--- config.mk ---
export PLATFORM = sky130hd
export DESIGN_NAME = ckl_seq
export DESIGN_NICKNAME = d
export VERILOG_FILES = /design/src/rtl/core/ckl_pkg.sv /design/src/rtl/core/ckl_seq.sv
export SDC_FILE = /design/constraint.sdc
export NUM_CORES = 1
export LEC_CHECK = 0
export CORE_MARGIN = 5
export CORE_UTILIZATION = 27
export CTS_BUF_LIST = sky130_fd_sc_hd__clkbuf_16
export DETAILED_ROUTE_END_ITERATION = 6
export DONT_BUFFER_PORTS = 1
export SLEW_MARGIN = 15
export SYNTH_ARGS = -nofsm -noshare
export SYNTH_HDL_FRONTEND = slang
export SYNTH_SLANG_ARGS = --single-unit
--- constraint.sdc ---
create_clock -name clk -period 2.97 [get_ports clk]
set_input_delay 0.4455 -clock clk [delete_from_list [all_inputs] [get_ports clk]]
set_output_delay 0.4455 -clock clk [all_outputs]
set_load 0.005 [all_outputs]
--- src/rtl/core/ckl_pkg.sv ---
`timescale 1ns / 1ps

package ckl_pkg;

    localparam int KEY_W   = 32;
    localparam int BAL_W   = 32;
    localparam int POS_W   = 7;
    localparam int CNT_W   = 8;
    localparam int CMD_W   = 2;
    localparam int STAT_W  = 2;

    typedef enum logic [CMD_W-1:0] {
        CMD_INSERT = 2'd0,
        CMD_SEARCH = 2'd1,
        CMD_DELETE = 2'd2,
        CMD_CLEAR  = 2'd3
    } cmd_t;

    typedef enum logic [STAT_W-1:0] {
        ST_OK      = 2'd0,
        ST_FULL    = 2'd1,
        ST_MISSING = 2'd2
    } status_t;

    // one stored record
    typedef struct packed {
        logic [KEY_W-1:0] key;
        logic [BAL_W-1:0] bal;
    } entry_t;

    typedef struct packed {
        status_t          status;
        logic [POS_W-1:0] position;
        logic [BAL_W-1:0] found_balance;
        logic [CNT_W-1:0] entry_count;
    } result_t;

endpackage

--- src/rtl/core/ckl_seq.sv ---
`timescale 1ns / 1ps

module ckl_seq #(
    parameter int CAPACITY = 128,
    parameter int AW       = 7,
    parameter int CW       = 8
) (
    input  logic                        clk,
    input  logic                        rst_n,
    input  logic                        start,
    input  ckl_pkg::cmd_t               cmd,
    input  logic [ckl_pkg::KEY_W-1:0]   key,
    input  logic [ckl_pkg::BAL_W-1:0]   bal,
    output logic                        idle,
    output logic                        done,
    input  logic                        take,
    output ckl_pkg::result_t            result,
    output logic                        mem_we,
    output logic [AW-1:0]               mem_waddr,
    output ckl_pkg::entry_t             mem_wdata,
    output logic [AW-1:0]               mem_raddr,
    input  ckl_pkg::entry_t             mem_rdata
);
    import ckl_pkg::*;

    typedef enum logic [2:0] {
        S_IDLE,
        S_SCAN_RD,
        S_SCAN_CMP,
        S_SHIFT_RD,
        S_SHIFT_WR,
        S_DONE
    } state_t;

    state_t             state_reg, state_next;
    logic [AW-1:0]      idx_reg, idx_next;
    logic [CW-1:0]      count_reg, count_next;
    cmd_t               cmd_reg, cmd_next;
    logic [KEY_W-1:0]   key_reg, key_next;
    status_t            status_reg, status_next;
    logic [POS_W-1:0]   pos_reg, pos_next;
    logic [BAL_W-1:0]   fbal_reg, fbal_next;

    logic [CW-1:0]      idx_ext;
    logic [CW-1:0]      idx_inc;
    logic               key_hit;

    assign idx_ext = CW'(idx_reg);
    assign idx_inc = idx_ext + CW'(1);
    // the shared comparator: stored key against the requested key
    assign key_hit = (mem_rdata.key == key_reg);

    always_comb
    begin
        state_next  = state_reg;
        idx_next    = idx_reg;
        count_next  = count_reg;
        cmd_next    = cmd_reg;
        key_next    = key_reg;
        status_next = status_reg;
        pos_next    = pos_reg;
        fbal_next   = fbal_reg;
        mem_we      = 1'b0;
        mem_waddr   = idx_reg;
        mem_wdata   = mem_rdata;
        mem_raddr   = idx_reg;

        case (state_reg)
            S_IDLE:
            begin
                if (start)
                begin
                    cmd_next    = cmd;
                    key_next    = key;
                    idx_next    = '0;
                    status_next = ST_OK;
                    pos_next    = '0;
                    fbal_next   = '0;
                    state_next  = S_DONE;
                    case (cmd)
                        CMD_INSERT:
                        begin
                            if (count_reg >= CW'(CAPACITY))
                            begin
                                status_next = ST_FULL;
                            end
                            else
                            begin
                                mem_we         = 1'b1;
                                mem_waddr      = count_reg[AW-1:0];
                                mem_wdata.key  = key;
                                mem_wdata.bal  = bal;
                                pos_next       = POS_W'(count_reg);
                                count_next     = count_reg + CW'(1);
                            end
                        end
                        CMD_CLEAR:
                        begin
                            count_next = '0;
                        end
                        default:
                        begin
                            if (count_reg == '0)
                            begin
                                status_next = ST_MISSING;
                            end
                            else
                            begin
                                state_next = S_SCAN_RD;
                            end
                        end
                    endcase
                end
            end
            S_SCAN_RD:
            begin
                state_next = S_SCAN_CMP;
            end
            S_SCAN_CMP:
            begin
                if (key_hit)
                begin
                    pos_next = POS_W'(idx_reg);
                    if (cmd_reg == CMD_SEARCH)
                    begin
                        fbal_next  = mem_rdata.bal;
                        state_next = S_DONE;
                    end
                    else if (idx_inc < count_reg)
                    begin
                        state_next = S_SHIFT_RD;
                    end
                    else
                    begin
                        count_next = count_reg - CW'(1);
                        state_next = S_DONE;
                    end
                end
                else if (idx_inc < count_reg)
                begin
                    idx_next   = idx_inc[AW-1:0];
                    state_next = S_SCAN_RD;
                end
                else
                begin
                    status_next = ST_MISSING;
                    state_next  = S_DONE;
                end
            end
            S_SHIFT_RD:
            begin
                mem_raddr  = idx_inc[AW-1:0];
                state_next = S_SHIFT_WR;
            end
            S_SHIFT_WR:
            begin
                // move entry idx+1 down into idx
                mem_we    = 1'b1;
                mem_waddr = idx_reg;
                mem_wdata = mem_rdata;
                idx_next  = idx_inc[AW-1:0];
                if ((idx_ext + CW'(2)) < count_reg)
                begin
                    state_next = S_SHIFT_RD;
                end
                else
                begin
                    count_next = count_reg - CW'(1);
                    state_next = S_DONE;
                end
            end
            S_DONE:
            begin
                if (take)
                begin
                    state_next = S_IDLE;
                end
            end
            default:
            begin
                state_next = S_IDLE;
            end
        endcase
    end

    always_ff @(posedge clk or negedge rst_n)
    begin
        if (!rst_n)
        begin
            state_reg  <= S_IDLE;
            idx_reg    <= '0;
            count_reg  <= '0;
            cmd_reg    <= CMD_INSERT;
            key_reg    <= '0;
            status_reg <= ST_OK;
            pos_reg    <= '0;
            fbal_reg   <= '0;
        end
        else
        begin
            state_reg  <= state_next;
            idx_reg    <= idx_next;
            count_reg  <= count_next;
            cmd_reg    <= cmd_next;
            key_reg    <= key_next;
            status_reg <= status_next;
            pos_reg    <= pos_next;
            fbal_reg   <= fbal_next;
        end
    end

    assign idle                 = (state_reg == S_IDLE);
    assign done                 = (state_reg == S_DONE);
    assign result.status        = status_reg;
    assign result.position      = pos_reg;
    assign result.found_balance = fbal_reg;
    assign result.entry_count   = CNT_W'(count_reg);

endmodule

==> flow_summary_export.csv <==
group,metric,value,unit
timing,skew,0.0149,ns
timing,slew_headroom,58.9,%
synthesis,ys.flop_type,"dfrtp_1",
power,power.total,0.00660,W
synthesis,synth_area,6210,um2
synthesis,syn_avg_cell_area,9.77,um2
timing,fin_setup_tns,0,ns
setup_path,cpPeakStageDelay,0.46,ns
timing,hold_viol,0,
global_route,grt.total_usage,13.9,%
synthesis,syn_inst,635,
cts,cts_setup_buffers,0,
cts,cts.htree.levels,3,
floorplan,pin_count,264,
final_layout,diodes,0,
cts,cts_made_buffers,9,
timing,final-max-slew-violation-count,0,
setup_path,crit_chain,"ha_1, nand3_1, nor2_1, and2_1, ha_1, a21oi_1, o21a_1, o31ai_4, buf_4, o22ai_1, nand3_2, buf_4, mux2i_1",
synthesis,yosysSeqAreaShare,37.5,%
setup_path,cp_max_fo,8,
cts,cts_sinks,93,
placement,dp_hpwl,14300,um
synthesis,ys_top_cells_by_area,"dfrtp_1 (38%), mux2_2 (20%), xnor2_1 (6.5%)",
detailed_routing,wl_per_cell,20.3,um
synthesis,synth_edf_count,0,
setup_path,arrival,2.96,ns
synthesis,synth_area_leader_cell,"dfrtp_1",
final_layout,nNetsFinal,788,
global_route,grt_pass1_vias,4843,
synthesis,yosys_warnings,0,
synthesis,yosysTopAreaCellShare,37.5,%
run_status,status,"finished, final reports clean",
power,p_per_area,941,nW/um2
placement,port_buffers,0,
final_layout,final-instance-count-excl-fill,922,
global_route,overflow,0,
synthesis,synth_seq_cells,93,
floorplan,die_x,162,um
floorplan,initial_core_util,27.4,%
final_layout,final_area,7010,um2
detailed_routing,via_count,4817,
synthesis,synth.most_common_cell,"mux2_2",
setup_path,critPathSlowestCell,"dfrtp_2",
final_layout,drive_above_1_share,27.2,%
detailed_routing,routed_via_density,5.22,
detailed_routing,ant_nets,0,
placement,globalplace.congestion,0.829,
floorplan,die_y,162,um
detailed_routing,drc,0,
global_route,antenna_found_initial,0,
timing,min_period,2.73,ns
cts,clkLatencyLatePin,0.35,ns
final_layout,syn_to_final_growth,13.0,%
detailed_routing,totalWireLength,18700,um
synthesis,syn_nets,791,
floorplan,dieArea,26100,um2
power,p_leak,2.74,nW
synthesis,netlist_top_cells_count,"mux2_2 (108), dfrtp_1 (93), nand2_1 (76), o21ai_0 (53), xnor2_1 (46)",
setup_path,cp.required,3.20,ns
cts,cts_tree,"built",
cts,cts.clk_slew.worst_paths,0.07,ns
cts,cts_buffer_depth,2,
synthesis,async_flop_share,100,%
placement,dpl_cell_area,6660,um2
detailed_routing,drt_iter0_drc,278,
placement,dp.cells,905,
setup_path,critPathTopFamily,"compound AO/OA/AOI/OAI gates",
global_route,grt_max_degree,94,
setup_path,worst-path-buf-inv,2,
worst_hold_path,min_path_type,"input pin to asynchronous set/reset pin",
detailed_routing,firstDrtPassIters,5,
setup_path,cp-end-kind,"flop",
setup_path,critPathLaunchType,"flop",
global_route,grt_pass1_wl,29000,um
timing,finalSetupViolCount,0,
timing,finalHoldWorstSlack,0.0140,ns
timing,rsz0062_at_grt,"false",
timing,tightest_slew,0.617,ns
run,maxCapViolCount,0,
floorplan,placeableCoreArea,22600,um2
power,ir_drop,0.000344,V
synthesis,yosysUniqueCellTypes,54,
floorplan,rows,55,
setup_path,crit_type,"flop to flop",
timing,fmax,367,MHz
cts,root_buffer,"clkbuf_16",
timing,fin_crit_sh,91.8,%
-- what timing repair did --
| item | in CTS | in global routing |
|---|---|---|
| hold buffers | 1 | 0 |
| hold endpoints to repair | 93 | 0 |
| setup endpoints to repair | 0 | 12 |
| gates resized for setup | 0 | 6 |
-- metal layers --
metal  part of all wire, %  GRT usage, %  wire [um]  vias to the layer above
met1                    40          17.1       7530                     2311
met5                     0             0          0                        -
met4                   1.3          3.27        246                        0
met3                   8.8          5.00       1650                       15
li1                      -             -          -                     2287
met2                    50          23.4       9280                      204
-- per-stage QoR --
step | worst slack (ns) | util [%]
after floorplan | 0.0640 | -
after global placement | 0.113 | 29.4
after detailed placement | 0.0630 | 29.4
after CTS | 0.0273 | 30.9
after global routing | 0.0477 | 31.0
final | 0.243 | 31.0
-- placed cells by master (no fill, tap or decap), drive strengths merged, types with 9 or more instances in the layout --
master / instances
xnor2: 46
a21oi: 14
dfrtp: 93
mux2: 109
buf: 35
nor2: 21
o21ai: 57
ha: 22
clkbuf: 9
inv: 18
nand4: 12
nand2: 76
o31ai: 39
-- logic make-up (layout without fill, tap and decap cells) --
logic type      count (synthesis)  after routing  synth area share [%]
compound gates                146            146                  15.4
xor+xnor                       48             48                  6.77
fa+ha+maj                      22             22                  4.44
buf+inv                        66             68                  4.31
flops                          93             93                  37.5
mux                           116            116                  21.0
simple gates                  144            144                  10.6
-- final timing paths --
path | to | cells past startpoint | slack (ns) | startpoint
setup / recovery | idx_reg[6]$_DFFE_PN0P_ | 13 | 0.24 | idx_reg[2]$_DFFE_PN0P_
max in group asynchronous | idx_reg[2]$_DFFE_PN0P_ | 1 | 2.55 | rst_n
min in group clk | state_reg[0]$_DFFE_PN0P_ | 1 | 0.21 | take
hold / removal | fbal_reg[29]$_DFFE_PN0P_ | 1 | 0.01 | rst_n
hold reg to reg | cmd_reg[1]$_DFFE_PN0P_ | 1 | 0.52 | cmd_reg[1]$_DFFE_PN0P_
setup reg to reg | idx_reg[6]$_DFFE_PN0P_ | 13 | 0.24 | idx_reg[2]$_DFFE_PN0P_
-- where the power goes --
group          internal (W)  total (W)  switching [W]
sequential          0.00182    0.00226       0.000441
clock              0.000659    0.00120       0.000543
combinational       0.00138    0.00314        0.00176
total               0.00385    0.00660        0.00275
-- final cells by class --
cell class              instances  area [um2]
clock buffers                   9         225
clock inverters                 7        73.8
fillers                      2325       15600
inverters                      17        63.8
multi-input cells             476        3670
flip-flops and latches         93        2330
well taps                     285         357
repair buffers                 35         295
No activity file was read; power rests on OpenSTA's default activity.
